$ cat config.mk
export PLATFORM = sky130hd
export DESIGN_NAME = gfpc_front
export DESIGN_NICKNAME = d
export VERILOG_FILES = /design/src/rtl/gfpc_pkg.sv /design/src/rtl/gfpc_front.sv
export SDC_FILE = /design/constraint.sdc
export NUM_CORES = 1
export LEC_CHECK = 0
export BUFFER_PORTS_ARGS = -buffer_cell sky130_fd_sc_hd__buf_2
export CELL_PAD_IN_SITES_DETAIL_PLACEMENT = 1
export CELL_PAD_IN_SITES_GLOBAL_PLACEMENT = 2
export CORE_ASPECT_RATIO = 0.7
export CORE_MARGIN = 8
export CORE_UTILIZATION = 22
export CTS_BUF_LIST = sky130_fd_sc_hd__clkbuf_16
export CTS_CLUSTER_SIZE = 20
export DETAILED_ROUTE_END_ITERATION = 8
export HOLD_SLACK_MARGIN = 0.12
export PLACE_DENSITY = 0.79
export SYNTH_ARGS = -nofsm -noshare
export SYNTH_HDL_FRONTEND = slang
export SYNTH_SLANG_ARGS = --single-unit
$ cat constraint.sdc
create_clock -name clk -period 6.2 [get_ports clk]
set_clock_uncertainty 0.15 [all_clocks]
set_input_delay 1.86 -clock clk [delete_from_list [all_inputs] [get_ports clk]]
set_output_delay 1.86 -clock clk [all_outputs]
set_load 0.02 [all_outputs]
$ cat src/rtl/gfpc_pkg.sv
// gfpc_pkg: shared types, constants and scale tables for the gauge frame converter
// no dependencies; used by every module of the block
`timescale 1ns / 1ps
`default_nettype none

package gfpc_pkg;

    localparam int IN_W     = 40;
    localparam int OUT_W    = 128;
    localparam int USER_W   = 3;
    localparam int QDEPTH   = 2;
    localparam int QPTR_W   = 1;
    localparam int QCNT_W   = 2;
    localparam int DIV_W    = 105;
    localparam int DVS_W    = 56;
    localparam int CNT_W    = 7;
    localparam int TORR_DIGITS = 5;

    localparam logic [CNT_W-1:0] DIV_LAST  = CNT_W'(DIV_W - 1);
    localparam logic [CNT_W-1:0] TORR_LAST = CNT_W'(TORR_DIGITS - 1);
    localparam logic [63:0]      MAG_MAX   = 64'h7FFF_FFFF_FFFF_FFFF;

    // torr = floor((50 * |pa| + 3333) / 6666), same as rounding |pa| * 100 / 13332
    localparam logic [5:0]       TORR_SCALE = 6'd50;
    localparam logic [11:0]      TORR_BIAS  = 12'd3333;
    localparam logic [12:0]      TORR_DIV   = 13'd6666;
    // ceil(2^42 / 6666), exact quotient for any 29-bit digit step
    localparam logic [29:0]      TORR_RECIP = 30'd659772954;

    localparam logic [7:0] PAGE_SCALE_A = 8'd2;
    localparam logic [7:0] PAGE_SCALE_B = 8'd3;
    localparam logic [7:0] PAGE_DIVISOR = 8'd4;

    localparam logic [1:0] UNIT_HPA  = 2'd0;
    localparam logic [1:0] UNIT_MMHG = 2'd1;
    localparam logic [1:0] UNIT_PA   = 2'd2;
    localparam logic [1:0] UNIT_NONE = 2'd3;

    localparam logic [2:0] MANT_UNSET = 3'd7;
    localparam logic [3:0] EXP_UNSET  = 4'd15;
    localparam logic [2:0] CODE_UNSET = 3'd0;
    localparam logic [2:0] NUM_MBAR   = 3'd1;
    localparam logic [2:0] NUM_TORR   = 3'd2;
    localparam logic [2:0] NUM_PA     = 3'd3;
    localparam logic [2:0] NUM_WIDE   = 3'd4;
    localparam logic [2:0] DIV_24000  = 3'd1;
    localparam logic [2:0] DIV_32000  = 3'd2;
    localparam logic [2:0] DIV_26400  = 3'd3;
    localparam logic [2:0] DIV_32767  = 3'd4;

    // one classified frame as it travels from front to back
    typedef struct packed {
        logic [1:0]  unit;
        logic        valid;
        logic        neg;
        logic [15:0] mag;
        logic [2:0]  mant;
        logic [3:0]  expo;
        logic [2:0]  num;
        logic [2:0]  dvs;
    } cmd_t;

    function automatic logic [13:0] a_num(input logic [2:0] c);
        case (c)
            NUM_TORR: a_num = 14'd1;
            NUM_MBAR,
            NUM_PA,
            NUM_WIDE: a_num = 14'd13332;
            default:  a_num = 14'd1;
        endcase
    endfunction

    function automatic logic [13:0] a_den(input logic [2:0] c);
        case (c)
            NUM_MBAR: a_den = 14'd10000;
            NUM_PA:   a_den = 14'd100;
            default:  a_den = 14'd1;
        endcase
    endfunction

    function automatic logic [13:0] unit_num(input logic [1:0] u);
        case (u)
            UNIT_HPA:  unit_num = 14'd10000;
            UNIT_MMHG: unit_num = 14'd13332;
            default:   unit_num = 14'd1;
        endcase
    endfunction

    function automatic logic [13:0] unit_den(input logic [1:0] u);
        case (u)
            UNIT_HPA:  unit_den = 14'd13332;
            UNIT_MMHG: unit_den = 14'd100;
            default:   unit_den = 14'd1;
        endcase
    endfunction

    function automatic logic [5:0] mant_tenths(input logic [2:0] c);
        case (c)
            3'd0:    mant_tenths = 6'd10;
            3'd1:    mant_tenths = 6'd11;
            3'd2:    mant_tenths = 6'd20;
            3'd3:    mant_tenths = 6'd25;
            3'd4:    mant_tenths = 6'd50;
            default: mant_tenths = 6'd0;
        endcase
    endfunction

    function automatic logic [23:0] pow10(input logic [3:0] c);
        case (c)
            4'd0:    pow10 = 24'd1;
            4'd1:    pow10 = 24'd10;
            4'd2:    pow10 = 24'd100;
            4'd3:    pow10 = 24'd1000;
            4'd4:    pow10 = 24'd10000;
            4'd5:    pow10 = 24'd100000;
            4'd6:    pow10 = 24'd1000000;
            4'd7:    pow10 = 24'd10000000;
            default: pow10 = 24'd0;
        endcase
    endfunction

    function automatic logic [14:0] b_val(input logic [2:0] c);
        case (c)
            DIV_24000: b_val = 15'd24000;
            DIV_32000: b_val = 15'd32000;
            DIV_26400: b_val = 15'd26400;
            DIV_32767: b_val = 15'd32767;
            default:   b_val = 15'd1;
        endcase
    endfunction

endpackage

`default_nettype wire

$ cat src/rtl/gfpc_front.sv
// gfpc_front: accepts frames, keeps the scale codes and classifies each frame
// depends on gfpc_pkg
`timescale 1ns / 1ps
`default_nettype none

module gfpc_front (
    input  wire logic                      clk,
    input  wire logic                      rst_n,
    input  wire logic                      s_axis_tvalid,
    output logic                           s_axis_tready,
    input  wire logic [gfpc_pkg::IN_W-1:0] s_axis_tdata,
    input  wire logic                      q_full,
    output logic                           q_push,
    output gfpc_pkg::cmd_t                 q_cmd
);

    logic [2:0] mant_reg, mant_next;
    logic [3:0] exp_reg, exp_next;
    logic [2:0] num_reg, num_next;
    logic [2:0] dvs_reg, dvs_next;

    logic [7:0]  page;
    logic [7:0]  status;
    logic [7:0]  type_b;
    logic [15:0] raw;
    logic [1:0]  unit;
    logic [3:0]  mnib;
    logic [3:0]  enib;

    assign page   = s_axis_tdata[7:0];
    assign status = s_axis_tdata[15:8];
    assign type_b = s_axis_tdata[23:16];
    assign raw    = s_axis_tdata[39:24];
    assign unit   = status[5:4];
    assign mnib   = type_b[7:4];
    assign enib   = type_b[3:0];

    assign s_axis_tready = !q_full;
    assign q_push        = s_axis_tvalid && !q_full;

    always_comb
    begin
        mant_next = mant_reg;
        exp_next  = exp_reg;
        num_next  = num_reg;
        dvs_next  = dvs_reg;
        if (page == gfpc_pkg::PAGE_SCALE_A || page == gfpc_pkg::PAGE_SCALE_B)
        begin
            if (enib <= 4'd7)
                exp_next = enib;
            if (mnib <= 4'd4)
                mant_next = mnib[2:0];
            if (mnib != 4'd1)
            begin
                case (unit)
                    gfpc_pkg::UNIT_HPA:
                    begin
                        num_next = gfpc_pkg::NUM_MBAR;
                        dvs_next = gfpc_pkg::DIV_24000;
                    end
                    gfpc_pkg::UNIT_MMHG:
                    begin
                        num_next = gfpc_pkg::NUM_TORR;
                        dvs_next = gfpc_pkg::DIV_32000;
                    end
                    gfpc_pkg::UNIT_PA:
                    begin
                        num_next = gfpc_pkg::NUM_PA;
                        dvs_next = gfpc_pkg::DIV_24000;
                    end
                    default:
                    begin
                        num_next = num_reg;
                        dvs_next = dvs_reg;
                    end
                endcase
            end
            else if (unit == gfpc_pkg::UNIT_HPA)
            begin
                num_next = gfpc_pkg::NUM_WIDE;
                dvs_next = gfpc_pkg::DIV_26400;
            end
        end
        else if (page == gfpc_pkg::PAGE_DIVISOR)
        begin
            dvs_next = gfpc_pkg::DIV_32767;
        end
    end

    always_comb
    begin
        q_cmd.unit  = unit;
        q_cmd.valid = mant_next <= 3'd4 && exp_next <= 4'd7 &&
                      num_next != gfpc_pkg::CODE_UNSET && num_next <= 3'd4 &&
                      dvs_next != gfpc_pkg::CODE_UNSET && dvs_next <= 3'd4;
        q_cmd.neg   = raw[15];
        q_cmd.mag   = raw[15] ? 16'(~raw + 16'd1) : raw;
        q_cmd.mant  = mant_next;
        q_cmd.expo  = exp_next;
        q_cmd.num   = num_next;
        q_cmd.dvs   = dvs_next;
    end

    always_ff @(posedge clk or negedge rst_n)
    begin
        if (!rst_n)
        begin
            mant_reg <= gfpc_pkg::MANT_UNSET;
            exp_reg  <= gfpc_pkg::EXP_UNSET;
            num_reg  <= gfpc_pkg::CODE_UNSET;
            dvs_reg  <= gfpc_pkg::CODE_UNSET;
        end
        else if (q_push)
        begin
            mant_reg <= mant_next;
            exp_reg  <= exp_next;
            num_reg  <= num_next;
            dvs_reg  <= dvs_next;
        end
    end

endmodule

`default_nettype wire

==> key figures <==
Worst setup path
  • Reg-to-reg slack, setup: 4.80 ns
  • CP Capture Type: output port
  • CP max FO: 3
  • Worst setup path category: in -> out
  • Crit path arrival time: 4.18 ns
  • Critical R2R Capture: dvs_reg[0]
  • WP data required: 4.19 ns
  • Reg2reg start: dvs_reg[0]
  • R2R cell count: 2
  • CP startpoint kind: primary input

Power and ir drop
  • Peak VDD IR: roughly 85 uV
  • Logic gate share of total power: 0.362
  • Switching part of the total: 0.336
  • Power share of the clock group: 0.354
  • Pint: 226 uW
  • PD cells: 185 nW/um^2
  • Seq pwr share: 0.284
  • Final Power: 340 uW
  • Leakage power: 0.000879 uW
  • Switching power: 114 uW

Logic synthesis
  • Share of flip-flops with an asynchronous set or reset: 1.00
  • Synth Instances: 153
  • Post-synth EDFFs: 0
  • Commonest register cell after synthesis: dfstp_2
  • Synth warn: 0
  • Share of the synthesized area in the top cell type: 0.145
  • Mapped Area: 1270 um^2
  • Syn Nets: 202
  • Post-synthesis sequential area ratio: 0.264
  • Synth cell types: 42
  • Avg Inst Size Synth: 8.28 um^2
  • Area leader, netlist: dfstp_2
  • Main area contributors after synthesis: dfstp_2 (15%), dfrtp_1 (12%), mux2_2 (9.8%), xnor2_1 (9.0%), nand2_1 (7.4%)
  • Post-synthesis register bit count: 13

Worst hold path
  • Hold path start: dvs_reg[1]
  • Worst Hold End: dvs_reg[1]
  • Worst Hold Class: reg -> reg
  • WHS Path Cells: 2

Placement
  • Port buffer count: a little over 70
  • DP HPWL: approximately 4000 um
  • GPL Wtd Cong: slightly above 0.7
  • Dpl cells: 300

Timing
  • Unrepaired setup endpoints after global routing: true
  • Post-layout min period: 6.19 ns
  • Slew headroom: 0.516
  • Worst-margin pin slew: slightly above 0.7 ns
  • Max frequency: 162 MHz
  • Tcrit/Tclk final: 0.998
  • Hold_ws: around 0.32 ns
  • Fin. Hold Viols: 0
  • Endpoints failing setup: 0
  • Final Max Tran Viols: 0

Final layout
  • Share of cells above drive strength 1: 0.465
  • Antenna cell count: 0
  • Max reg flops: 4
  • Most frequent cells in the layout: buf_2 (69), nand2_1 (25), o21ai_0 (13), xnor2_1 (13), nor2_1 (12)
  • Post-route core utilization: 0.326
  • Area Overhead vs Synth: 45.2%
  • Final Non-Filler Cells: 305
  • Fin nets: 280
  • Most common cell after layout, fill and taps aside: buf_2

Global route
  • First-pass GRT wire length: 7500 um
  • All-layer global routing usage: 0.109
  • Final global-route overflow total: 0
  • Initial antenna violation count: 0
  • Vias in the first global route: 1452
  • Largest net degree at the start of global routing: 18

Floorplan
  • Initial Util: 0.224
  • Die Ht: 79.5 um
  • Core Footprint: 5640 um^2
  • Die area: around 8500 um^2
  • Die width: 107 um
  • I/O pins: 79
  • Rows: 23

Run status
  • Run status: finished, final reports clean

Routing
  • Initial DRC Count: 42
  • Vias: about 1400
  • Drt first pass iters: 4
  • WL final: ~4700 um
  • Routed len/inst: about 15 um
  • Remaining antenna violation count: 0
  • Via density: 4.54
  • Residual DRC: 0

CTS
  • Deepest clock path buffer count: 2
  • Worst skew pair latency: 0.24 ns
  • Number of CTS-inserted buffers: 3
  • H-Tree Level Count: 1
  • TritonCTS Sinks: 13
  • Root Driver: clkbuf_16
  • Clock slew at reported path FFs: 0.05 ns
  • Cts-stage hold buffer count: 0
  • CTS tree: built

Job
  • Max-Cap Viols: 0
==> worst max-delay path: stages <==
cell and delay [ns]:
buf_6 0.09, or4b_4 0.54, or4_4 0.57, o311ai_4 0.30, nand2_2 0.12, or3_4 0.42
a21oi_2 0.15, buf_6 0.13
==> cell families (layout without fill, tap and decap cells) <==
logic type                 Yosys count  after routing  share of synthesized area
AOI/OAI and AO/OA                   31             31                      0.173
xor gates and xnor gates            14             14                     0.0968
adders and majority gates            5              5                     0.0494
buffers and inverters               13             90                     0.0504
DFF                                 13             13                      0.264
muxes                               11             11                     0.0978
and+or+nand+nor                     66             66                      0.269
==> final cells by class <==
cell class	count	area (um^2)
multi-input cells	127	877
clock buffers	3	75.1
flip-flops and latches	13	334
repair buffers	78	424
fillers	707	3800
well taps	75	93.8
inverters	8	30.0
clock inverters	1	3.75
==> stage by stage <==
stage | setup WS [ns] | area, um^2 | setup TNS [ns]
final | 0.0139 | 1840 | 0
after global routing | -0.0557 | 1840 | -0.0557
after CTS | 0.0684 | 1800 | 0
after detailed placement | 0.0787 | 1720 | 0
after global placement | 0.0804 | 1720 | 0
after floorplan | 0.134 | 1270 | 0
==> synth_stat cells (2+ instances only) <==
cell type / count
dfrtp_1: 6
a21oi_1: 3
buf_4: 4
nor3_1: 5
o21ai_0: 13
or3_1: 3
dfstp_2: 7
nor2b_1: 2
xnor2_1: 13
nor4_1: 4
ha_1: 5
nand2_1: 25
mux2_2: 11
o31ai_1: 2
nor2_1: 12
o41ai_1: 2
nor4b_1: 3
o211ai_1: 2
nand2b_1: 2
inv_1: 7
==> how the worst max path moves through the flow <==
stage,start,endpoint,slack (ns),cells after the start
finish,s_axis_tdata[6],q_cmd[30],0.01,8
global route,s_axis_tdata[6],q_cmd[30],-0.06,8
CTS,s_axis_tdata[5],q_cmd[30],0.07,8
detailed placement,s_axis_tdata[5],q_cmd[30],0.08,8
global placement,s_axis_tdata[5],q_cmd[30],0.08,8
floorplan,s_axis_tdata[2],q_cmd[30],0.13,6
==> power groups by stage <==
stage	clock [uW]	sequential (uW)	combinational, uW
CTS	124	96.7	120
global placement	0	97.4	118
floorplan	0	96.4	71.2
detailed placement	0	97.9	119
global route	129	97.6	136
finish	120	96.6	123
==> what timing repair did <==
action | 4_1_cts | 5_1_grt
endpoints found under the hold margin | 0 | 0
gates resized for setup | 0 | 6
endpoints found under the setup margin | 0 | 1
setup buffers | 0 | 1
==> per-layer routing <==
layer / track usage / wire length, um / part of all wire / up-vias
met2: 0.171 / 2160 / 0.46 / 29
met5: 0 / 0 / 0 / -
met1: 0.145 / 2270 / 0.49 / 654
met4: 0.0126 / 0 / 0 / 0
met3: 0.0339 / 234 / 0.050 / 0
li1: - / - / - / 702
Power figures use the tool's default switching activity.
