### config.mk
export PLATFORM = sky130hd
export DESIGN_NAME = gfpc_queue
export DESIGN_NICKNAME = d
export VERILOG_FILES = /design/src/rtl/gfpc_pkg.sv /design/src/rtl/gfpc_queue.sv
export SDC_FILE = /design/constraint.sdc
export NUM_CORES = 1
export LEC_CHECK = 0
export ABC_AREA = 1
export BUFFER_PORTS_ARGS = -buffer_cell sky130_fd_sc_hd__buf_2
export CAP_MARGIN = 5
export CORE_MARGIN = 1.5
export CORE_UTILIZATION = 45
export DETAILED_ROUTE_END_ITERATION = 7
export PLACE_DENSITY_LB_ADDON = 0.1
export SLEW_MARGIN = 10
export SYNTH_ARGS = -nofsm -noshare
export SYNTH_HDL_FRONTEND = slang
export SYNTH_SLANG_ARGS = --single-unit
### constraint.sdc
create_clock -name clk -period 4.7 [get_ports clk]
set_input_delay 0.94 -clock clk [delete_from_list [all_inputs] [get_ports clk]]
set_output_delay 0.94 -clock clk [all_outputs]
set_load 0.02 [all_outputs]
### src/rtl/gfpc_pkg.sv
// gfpc_pkg: shared types, constants and scale tables for the gauge frame converter
// no dependencies; used by every module of the block
`timescale 1ns / 1ps
`default_nettype none

package gfpc_pkg;

    localparam int IN_W     = 40;
    localparam int OUT_W    = 128;
    localparam int USER_W   = 3;
    localparam int QDEPTH   = 2;
    localparam int QPTR_W   = 1;
    localparam int QCNT_W   = 2;
    localparam int DIV_W    = 105;
    localparam int DVS_W    = 56;
    localparam int CNT_W    = 7;
    localparam int TORR_DIGITS = 5;

    localparam logic [CNT_W-1:0] DIV_LAST  = CNT_W'(DIV_W - 1);
    localparam logic [CNT_W-1:0] TORR_LAST = CNT_W'(TORR_DIGITS - 1);
    localparam logic [63:0]      MAG_MAX   = 64'h7FFF_FFFF_FFFF_FFFF;

    // torr = floor((50 * |pa| + 3333) / 6666), same as rounding |pa| * 100 / 13332
    localparam logic [5:0]       TORR_SCALE = 6'd50;
    localparam logic [11:0]      TORR_BIAS  = 12'd3333;
    localparam logic [12:0]      TORR_DIV   = 13'd6666;
    // ceil(2^42 / 6666), exact quotient for any 29-bit digit step
    localparam logic [29:0]      TORR_RECIP = 30'd659772954;

    localparam logic [7:0] PAGE_SCALE_A = 8'd2;
    localparam logic [7:0] PAGE_SCALE_B = 8'd3;
    localparam logic [7:0] PAGE_DIVISOR = 8'd4;

    localparam logic [1:0] UNIT_HPA  = 2'd0;
    localparam logic [1:0] UNIT_MMHG = 2'd1;
    localparam logic [1:0] UNIT_PA   = 2'd2;
    localparam logic [1:0] UNIT_NONE = 2'd3;

    localparam logic [2:0] MANT_UNSET = 3'd7;
    localparam logic [3:0] EXP_UNSET  = 4'd15;
    localparam logic [2:0] CODE_UNSET = 3'd0;
    localparam logic [2:0] NUM_MBAR   = 3'd1;
    localparam logic [2:0] NUM_TORR   = 3'd2;
    localparam logic [2:0] NUM_PA     = 3'd3;
    localparam logic [2:0] NUM_WIDE   = 3'd4;
    localparam logic [2:0] DIV_24000  = 3'd1;
    localparam logic [2:0] DIV_32000  = 3'd2;
    localparam logic [2:0] DIV_26400  = 3'd3;
    localparam logic [2:0] DIV_32767  = 3'd4;

    // one classified frame as it travels from front to back
    typedef struct packed {
        logic [1:0]  unit;
        logic        valid;
        logic        neg;
        logic [15:0] mag;
        logic [2:0]  mant;
        logic [3:0]  expo;
        logic [2:0]  num;
        logic [2:0]  dvs;
    } cmd_t;

    function automatic logic [13:0] a_num(input logic [2:0] c);
        case (c)
            NUM_TORR: a_num = 14'd1;
            NUM_MBAR,
            NUM_PA,
            NUM_WIDE: a_num = 14'd13332;
            default:  a_num = 14'd1;
        endcase
    endfunction

    function automatic logic [13:0] a_den(input logic [2:0] c);
        case (c)
            NUM_MBAR: a_den = 14'd10000;
            NUM_PA:   a_den = 14'd100;
            default:  a_den = 14'd1;
        endcase
    endfunction

    function automatic logic [13:0] unit_num(input logic [1:0] u);
        case (u)
            UNIT_HPA:  unit_num = 14'd10000;
            UNIT_MMHG: unit_num = 14'd13332;
            default:   unit_num = 14'd1;
        endcase
    endfunction

    function automatic logic [13:0] unit_den(input logic [1:0] u);
        case (u)
            UNIT_HPA:  unit_den = 14'd13332;
            UNIT_MMHG: unit_den = 14'd100;
            default:   unit_den = 14'd1;
        endcase
    endfunction

    function automatic logic [5:0] mant_tenths(input logic [2:0] c);
        case (c)
            3'd0:    mant_tenths = 6'd10;
            3'd1:    mant_tenths = 6'd11;
            3'd2:    mant_tenths = 6'd20;
            3'd3:    mant_tenths = 6'd25;
            3'd4:    mant_tenths = 6'd50;
            default: mant_tenths = 6'd0;
        endcase
    endfunction

    function automatic logic [23:0] pow10(input logic [3:0] c);
        case (c)
            4'd0:    pow10 = 24'd1;
            4'd1:    pow10 = 24'd10;
            4'd2:    pow10 = 24'd100;
            4'd3:    pow10 = 24'd1000;
            4'd4:    pow10 = 24'd10000;
            4'd5:    pow10 = 24'd100000;
            4'd6:    pow10 = 24'd1000000;
            4'd7:    pow10 = 24'd10000000;
            default: pow10 = 24'd0;
        endcase
    endfunction

    function automatic logic [14:0] b_val(input logic [2:0] c);
        case (c)
            DIV_24000: b_val = 15'd24000;
            DIV_32000: b_val = 15'd32000;
            DIV_26400: b_val = 15'd26400;
            DIV_32767: b_val = 15'd32767;
            default:   b_val = 15'd1;
        endcase
    endfunction

endpackage

`default_nettype wire

### src/rtl/gfpc_queue.sv
// gfpc_queue: short command queue between front and back
// depends on gfpc_pkg
`timescale 1ns / 1ps
`default_nettype none

module gfpc_queue (
    input  wire logic           clk,
    input  wire logic           rst_n,
    input  wire logic           push,
    input  wire gfpc_pkg::cmd_t push_cmd,
    input  wire logic           pop,
    output logic                full,
    output logic                not_empty,
    output gfpc_pkg::cmd_t      head
);

    gfpc_pkg::cmd_t mem_reg [gfpc_pkg::QDEPTH];
    logic [gfpc_pkg::QPTR_W-1:0] wr_reg, rd_reg;
    logic [gfpc_pkg::QCNT_W-1:0] cnt_reg;

    assign full      = cnt_reg == gfpc_pkg::QCNT_W'(gfpc_pkg::QDEPTH);
    assign not_empty = cnt_reg != '0;
    assign head      = mem_reg[rd_reg];

    always_ff @(posedge clk)
    begin
        if (push)
            mem_reg[wr_reg] <= push_cmd;
    end

    always_ff @(posedge clk or negedge rst_n)
    begin
        if (!rst_n)
        begin
            wr_reg  <= '0;
            rd_reg  <= '0;
            cnt_reg <= '0;
        end
        else
        begin
            if (push)
                wr_reg <= wr_reg + 1'b1;
            if (pop)
                rd_reg <= rd_reg + 1'b1;
            if (push && !pop)
                cnt_reg <= cnt_reg + 1'b1;
            else if (pop && !push)
                cnt_reg <= cnt_reg - 1'b1;
        end
    end

endmodule

`default_nettype wire

==> impl_results.md, run 1 <==
- Status: complete, no violations
- Hold buffers post-CTS: 0
- CP max stage cell: dfrtp_2
- Commonest non-fill, non-tap cell in the layout: buf_2
- Layout area overhead: 20.6%
- First-pass GRT wire length: 6250 um
- WL met1: 1680 um
- Fillers: 470
- Initial DRC count: 44
- CTS sink count: 70
- Root Driver: clkbuf_8
- Worst Hold Class: primary input to async pin
- RSZ-0062 raised after global routing: no
- Crit path to: head[18]
- Number of top-level pins: 72
- Worst reg2reg startpoint: wr_reg$_DFFE_PN0P_
- Most frequent cells in the layout: buf_2, edfxtp_1, mux2_4
- Met2 WL: 2200 um
- Leakage power: 0.00137 uW
- Post-Syn Area: 2740 um2
- Util after Layout: 56.1%
- CP startpoint kind: flip-flop
- Vias/cell: 4.64
- Max incr delay on CP: 1.06 ns
- CTS clk-pin slew, worst paths: 0.07 ns
- Final HPWL DP: 2740 um
- Initial antenna violation count: 0
- Synthesized area per cell: 21.4 um2
- Final hold vios: 0
- GRT Total Usage: 13.9%
- Final Total Pwr: 2000 uW
- Final #Nets: 245
- Die X: 81.0 um
- Crit Path Category: flip-flop to primary output
- Postcts setup bufs: 0
- Layout Cells excl Fill: 287
- Library cells used by synthesis: 14
- CP startpoint: rd_reg$_DFFE_PN0P_
- Crit. End Element: primary output
- Die Ht: 81.0 um
- Via Count: 1333
- CP arrival: 1.98 ns
- Critical Path RT: 3.76 ns
- Multi-input logic area: 568 um2
- Hold Slack: 0.407 ns
- CP Cell Sequence: mux2_2 > buf_2
- Num rows: 28
- Routed Antenna Nets: 0
- Syn_nets: 166
- Fmax: 343 MHz
- Final max-slew violation count: 0
- Register area share after synthesis: 76.0%
- R2R Setup Slk: 3.01 ns
- Pwr Density: 606 nW/um2
- Routed WL: 4200 um
- Share of cells above drive strength 1: 55.7%
- Clk Latency, worst-skew pair: 0.33 ns
- Max reg flops: 66
- Reg2reg path depth: 3
- #FFs+latches synth: 70
- N_diodes: 0
- Max VDD drop: 412 uV
- Core area: 5890 um2
- Cell count after placement: 271
- Final setup viols: 0
- Crit Path Max Fanout: 34
- Worst r2r dst: mem_reg[1][1]$_DFFE_PP_
- Post-Synthesis Cells: 128
- Buffers added on ports: 71
- Final TNS setup: 0 ns
- Max_slew headroom: 30.7%
- GP Congestion: 0.664
- WL met3: 269 um
- Initial Util: 46.6%
- CTS tree: done
- DR WL/cell: 14.6 um
- Grt total ovfl: 0
- Tmin final: 2.92 ns
- Die area: 6570 um2
- Resized Gates After CTS: 0
- Largest net degree at the start of global routing: 35
- FF+latch area: 2080 um2
- Maxcap violations: 0
- Yosys warns: 0
- Slew @ Worst Pin: 1.04 ns
- Period utilization: 62.1%
- Drt first pass iters: 4
- Max clock buf depth: 2
- Vias in the first global route: 1322
- # DRC: 0
- CTS H-tree depth: 3
- Top Layer Used: met4
- Max Clock Skew: 0.00711 ns
- CTS buffer count: 9
## logic make-up after synthesis
logic type               after synthesis  share of synthesized area, %
XOR/XNOR                               3                         0.959
adder cells (fa/ha/maj)                1                         0.457
multiplexers                          33                          17.5
flip-flops                            70                          76.0
AND/OR/NAND/NOR                       10                          1.51
buffers and inverters                 11                          3.56
## critical path, delay by kind of cell (launching register included)
| kind | cells | cell delay, ns |
|---|---|---|
| flops | 1 | 1.06 |
| mux | 1 | 0.42 |
| buf+inv | 1 | 0.16 |
## cell type report
type	instances	area share, %
clock buffer	15	5.04
clock inverter	1	0.114
inverter	7	0.795
multi-input combinational	47	17.2
sequential	70	63.0
tap	75	2.84
timing repair buffer	72	11.0
## metrics by stage
stage                     setup slack [ns]  instance area [um2]
after floorplan                       1.91                 2740
after global placement                2.13                 3130
after detailed placement              2.09                 3130
after CTS                             1.71                 3300
after global routing                  1.65                 3300
final                                 1.78                 3300
## worst min path at each step
stage	startpoint	to	depth (start not counted)
after floorplan	cnt_reg[1]$_DFFE_PN0P_	cnt_reg[1]$_DFFE_PN0P_	2
after global placement	cnt_reg[1]$_DFFE_PN0P_	cnt_reg[1]$_DFFE_PN0P_	2
after detailed placement	cnt_reg[1]$_DFFE_PN0P_	cnt_reg[1]$_DFFE_PN0P_	2
after CTS	rst_n	cnt_reg[0]$_DFFE_PN0P_	1
after global routing	rst_n	cnt_reg[1]$_DFFE_PN0P_	1
final	rst_n	cnt_reg[1]$_DFFE_PN0P_	1
## routing by layer
| layer | track usage (%) | up-vias |
|---|---|---|
| met1 | 15.7 | 645 |
| met5 | 0 | - |
| met2 | 22.4 | 41 |
| met3 | 5.17 | 7 |
| li1 | - | 640 |
| met4 | 8.10 | 0 |
## power by group
part           total, uW  switching, uW  internal, uW
clock                413            193           220
combinational        643            326           317
sequential           945            114           831
## synthesized netlist by cell type, drive strengths merged
| master | n | share of area, % |
|---|---|---|
| buf | 4 | 2.6 |
| inv | 7 | 0.96 |
| ha | 1 | 0.46 |
| mux2 | 33 | 18 |
| nor2 | 2 | 0.27 |
| nand3 | 1 | 0.18 |
| edfxtp | 66 | 72 |
| xor2 | 2 | 0.64 |
| nand2 | 6 | 0.82 |
| xnor2 | 1 | 0.32 |
| dfrtp | 4 | 3.7 |
| nand4 | 1 | 0.23 |
No activity file was read; power rests on OpenSTA's default activity.
==> run 2, diff against run 1 <==
clock period = 2.8 ns   (was 4.7 ns; I/O delays follow)
==> run 2 against run 1 <==
  * Count of clock-buffer cells in the layout unchanged
  * Clock skew decreased by 0.00064 ns
  * Global-route usage increased by 0.58 points
  * First-iteration DRC count increased by 23%
  * Clock power increased by 74%
  * Sequential cell count unchanged
  * Critical path depth increased by 1
  * Die area unchanged
  * Worst setup slack got worse by 1.1 ns
  * Sequential power increased by 54%
  * Sequential share of layout area decreased by 0.96 points
  * Via count increased by 1.5%
  * Critical endpoint is now head[12]
  * Highest routed layer unchanged
==> impl_results.md, run 2 (synthesis results as in run 1) <==
- Status: complete, no violations
- Crit Path Category: flip-flop to primary output
- R2R Setup Slk: 1.28 ns (-1.73 ns)
- Worst hold stages: 1
- Resized Gates After CTS: 0 (unchanged)
- Cell count after placement: 275 (+1.5%)
- Max Clock Skew: 0.00647 ns (-0.000645 ns)
- Final hold vios: 0 (unchanged)
- Final HPWL DP: 2940 um (+7.3%)
- Commonest non-fill, non-tap cell in the layout: buf_2
- Final setup margin: 0.709 ns (-1.07 ns)
- Hold buffers post-CTS: 0 (unchanged)
- Max clock buf depth: 2 (unchanged)
- Largest net degree at the start of global routing: 20 (-43%)
- Fillers: 459 (-2.3%)
- Clk Latency, worst-skew pair: 0.33 ns (about the same)
- Slew @ Worst Pin: 0.502 ns (-0.537 ns)
- Crit Path Max Fanout: 19 (-44%)
- CTS clk-pin slew, worst paths: 0.07 ns (about the same)
- DR WL/cell: 14.4 um (-1.7%)
- Crit. End Element: primary output
- First-pass GRT wire length: 6590 um (+5.4%)
- Layout area overhead: 22.5%
- Die Ht: 81.0 um (unchanged)
- Vias in the first global route: 1369 (+3.6%)
- CTS H-tree depth: 3 (unchanged)
- Most frequent cells in the layout: buf_2, edfxtp_1, mux2_4
- Core area: 5890 um2 (unchanged)
- Grt total ovfl: 0 (unchanged)
- GRT Total Usage: 14.4% (+0.58 points)
- Reg2reg path depth: 2 (-1)
- CP startpoint kind: flip-flop
- Number of top-level pins: 72 (unchanged)
- RSZ-0062 raised after global routing: no
- Worst Hold Class: primary input to flip-flop
- Share of cells above drive strength 1: 57.1% (+1.5 points)
- Initial DRC count: 54 (+23%)
- Pwr Density: 1010 nW/um2 (+67%)
- CP arrival: 1.53 ns (-0.45 ns)
- Final TNS setup: 0 ns (unchanged)
- Buffers added on ports: 71 (unchanged)
- Postcts setup bufs: 0 (unchanged)
- Fmax: 478 MHz
- Max_slew headroom: 66.4% (+36 points)
- Max VDD drop: 562 uV (+36%)
- Routed WL: 4200 um (unchanged)
- Initial Util: 46.6% (unchanged)
- Maxcap violations: 0 (unchanged)
- Tmin final: 2.09 ns
- Leakage power: 0.00140 uW (+2.4%)
- Drt first pass iters: 4 (unchanged)
- # DRC: 0 (unchanged)
- FF+latch area: 2080 um2 (unchanged)
- Multi-input logic area: 568 um2 (unchanged)
- Via Count: 1353 (+1.5%)
- Routed Antenna Nets: 0 (unchanged)
- DP Worst Slack: 0.930 ns (-1.16 ns)
- Die area: 6570 um2 (unchanged)
- Final max-slew violation count: 0 (unchanged)
- CTS tree: done
- N_diodes: 0 (unchanged)
- Max reg flops: 66 (unchanged)
- Critical Path RT: 2.24 ns (-1.52 ns)
- Initial antenna violation count: 0 (unchanged)
- Period utilization: 74.7%
- CTS sink count: 70 (unchanged)
- Root Driver: clkbuf_8
- Num rows: 28 (unchanged)
- Vias/cell: 4.63 (-0.24%)
- Layout Cells excl Fill: 292 (+1.7%)
- Final #Nets: 250 (+2.0%)
- Die X: 81.0 um (unchanged)
- GP Congestion: 0.640 (-3.6%)
- CTS buffer count: 9 (unchanged)
- Final setup viols: 0 (unchanged)
-- run 2: cell count changes in the layout (fill, tap and decap cells not counted), sizes merged --
cell / previous run / this run
dlygate4sd3: 0 / 1
buf: 72 / 76
-- run 2: metal layers --
layer / up-vias / global-route usage (%) / share of wire, %
met1: 646 / 16.7 / 41
met5: - / 0 / 0
li1: 654 / - / -
met4: 0 / 9.31 / 1.6
met2: 47 / 22.8 / 51
met3: 6 / 5.06 / 5.6
-- run 2: final timing paths --
path                                         from                       end
min in group asynchronous                   rst_n    cnt_reg[0]$_DFFE_PN0P_
min                                  push_cmd[11]  mem_reg[1][11]$_DFFE_PP_
max                            rd_reg$_DFFE_PN0P_                  head[12]
min reg2reg                cnt_reg[1]$_DFFE_PN0P_    cnt_reg[1]$_DFFE_PN0P_
max reg2reg                    wr_reg$_DFFE_PN0P_  mem_reg[0][28]$_DFFE_PP_
max in group asynchronous                   rst_n        rd_reg$_DFFE_PN0P_
-- run 2: layout make-up --
cell class,instances,share of cell area [%]
multi-input cells,47,16.9
clock buffers,15,5.26
inverters,7,0.783
clock inverters,1,0.149
repair buffers,77,12.0
flip-flops and latches,70,62.1
well taps,75,2.80
-- run 2: power breakdown --
part | internal (uW) | switching, uW | leakage [uW] | total, uW
logic | 546 | 674 | 0.000642 | 1220
clock network | 394 | 325 | 0.0000937 | 719
registers | 1400 | 67.8 | 0.000666 | 1460
total | 2340 | 1070 | 0.00140 | 3400
-- run 2: critical path, cell delays in order (launching register included) --
cell	delay, ns
dfrtp_2	0.35
buf_4	0.32
mux2_2	0.37
buf_2	0.16
-- run 2: through the flow --
stage / instance area [um2] / power (uW) / hold slack, ns / utilization (%)
finish: 3360 / 3400 / 0.418 / 57.0
global route: 3360 / 3580 / 0.395 / 57.0
CTS: 3350 / 3450 / 0.00886 / 56.8
detailed placement: 3160 / 2730 / 0.376 / 53.8
global placement: 3160 / 2700 / 0.371 / 53.8
floorplan: 2740 / 2470 / 0.264 / -
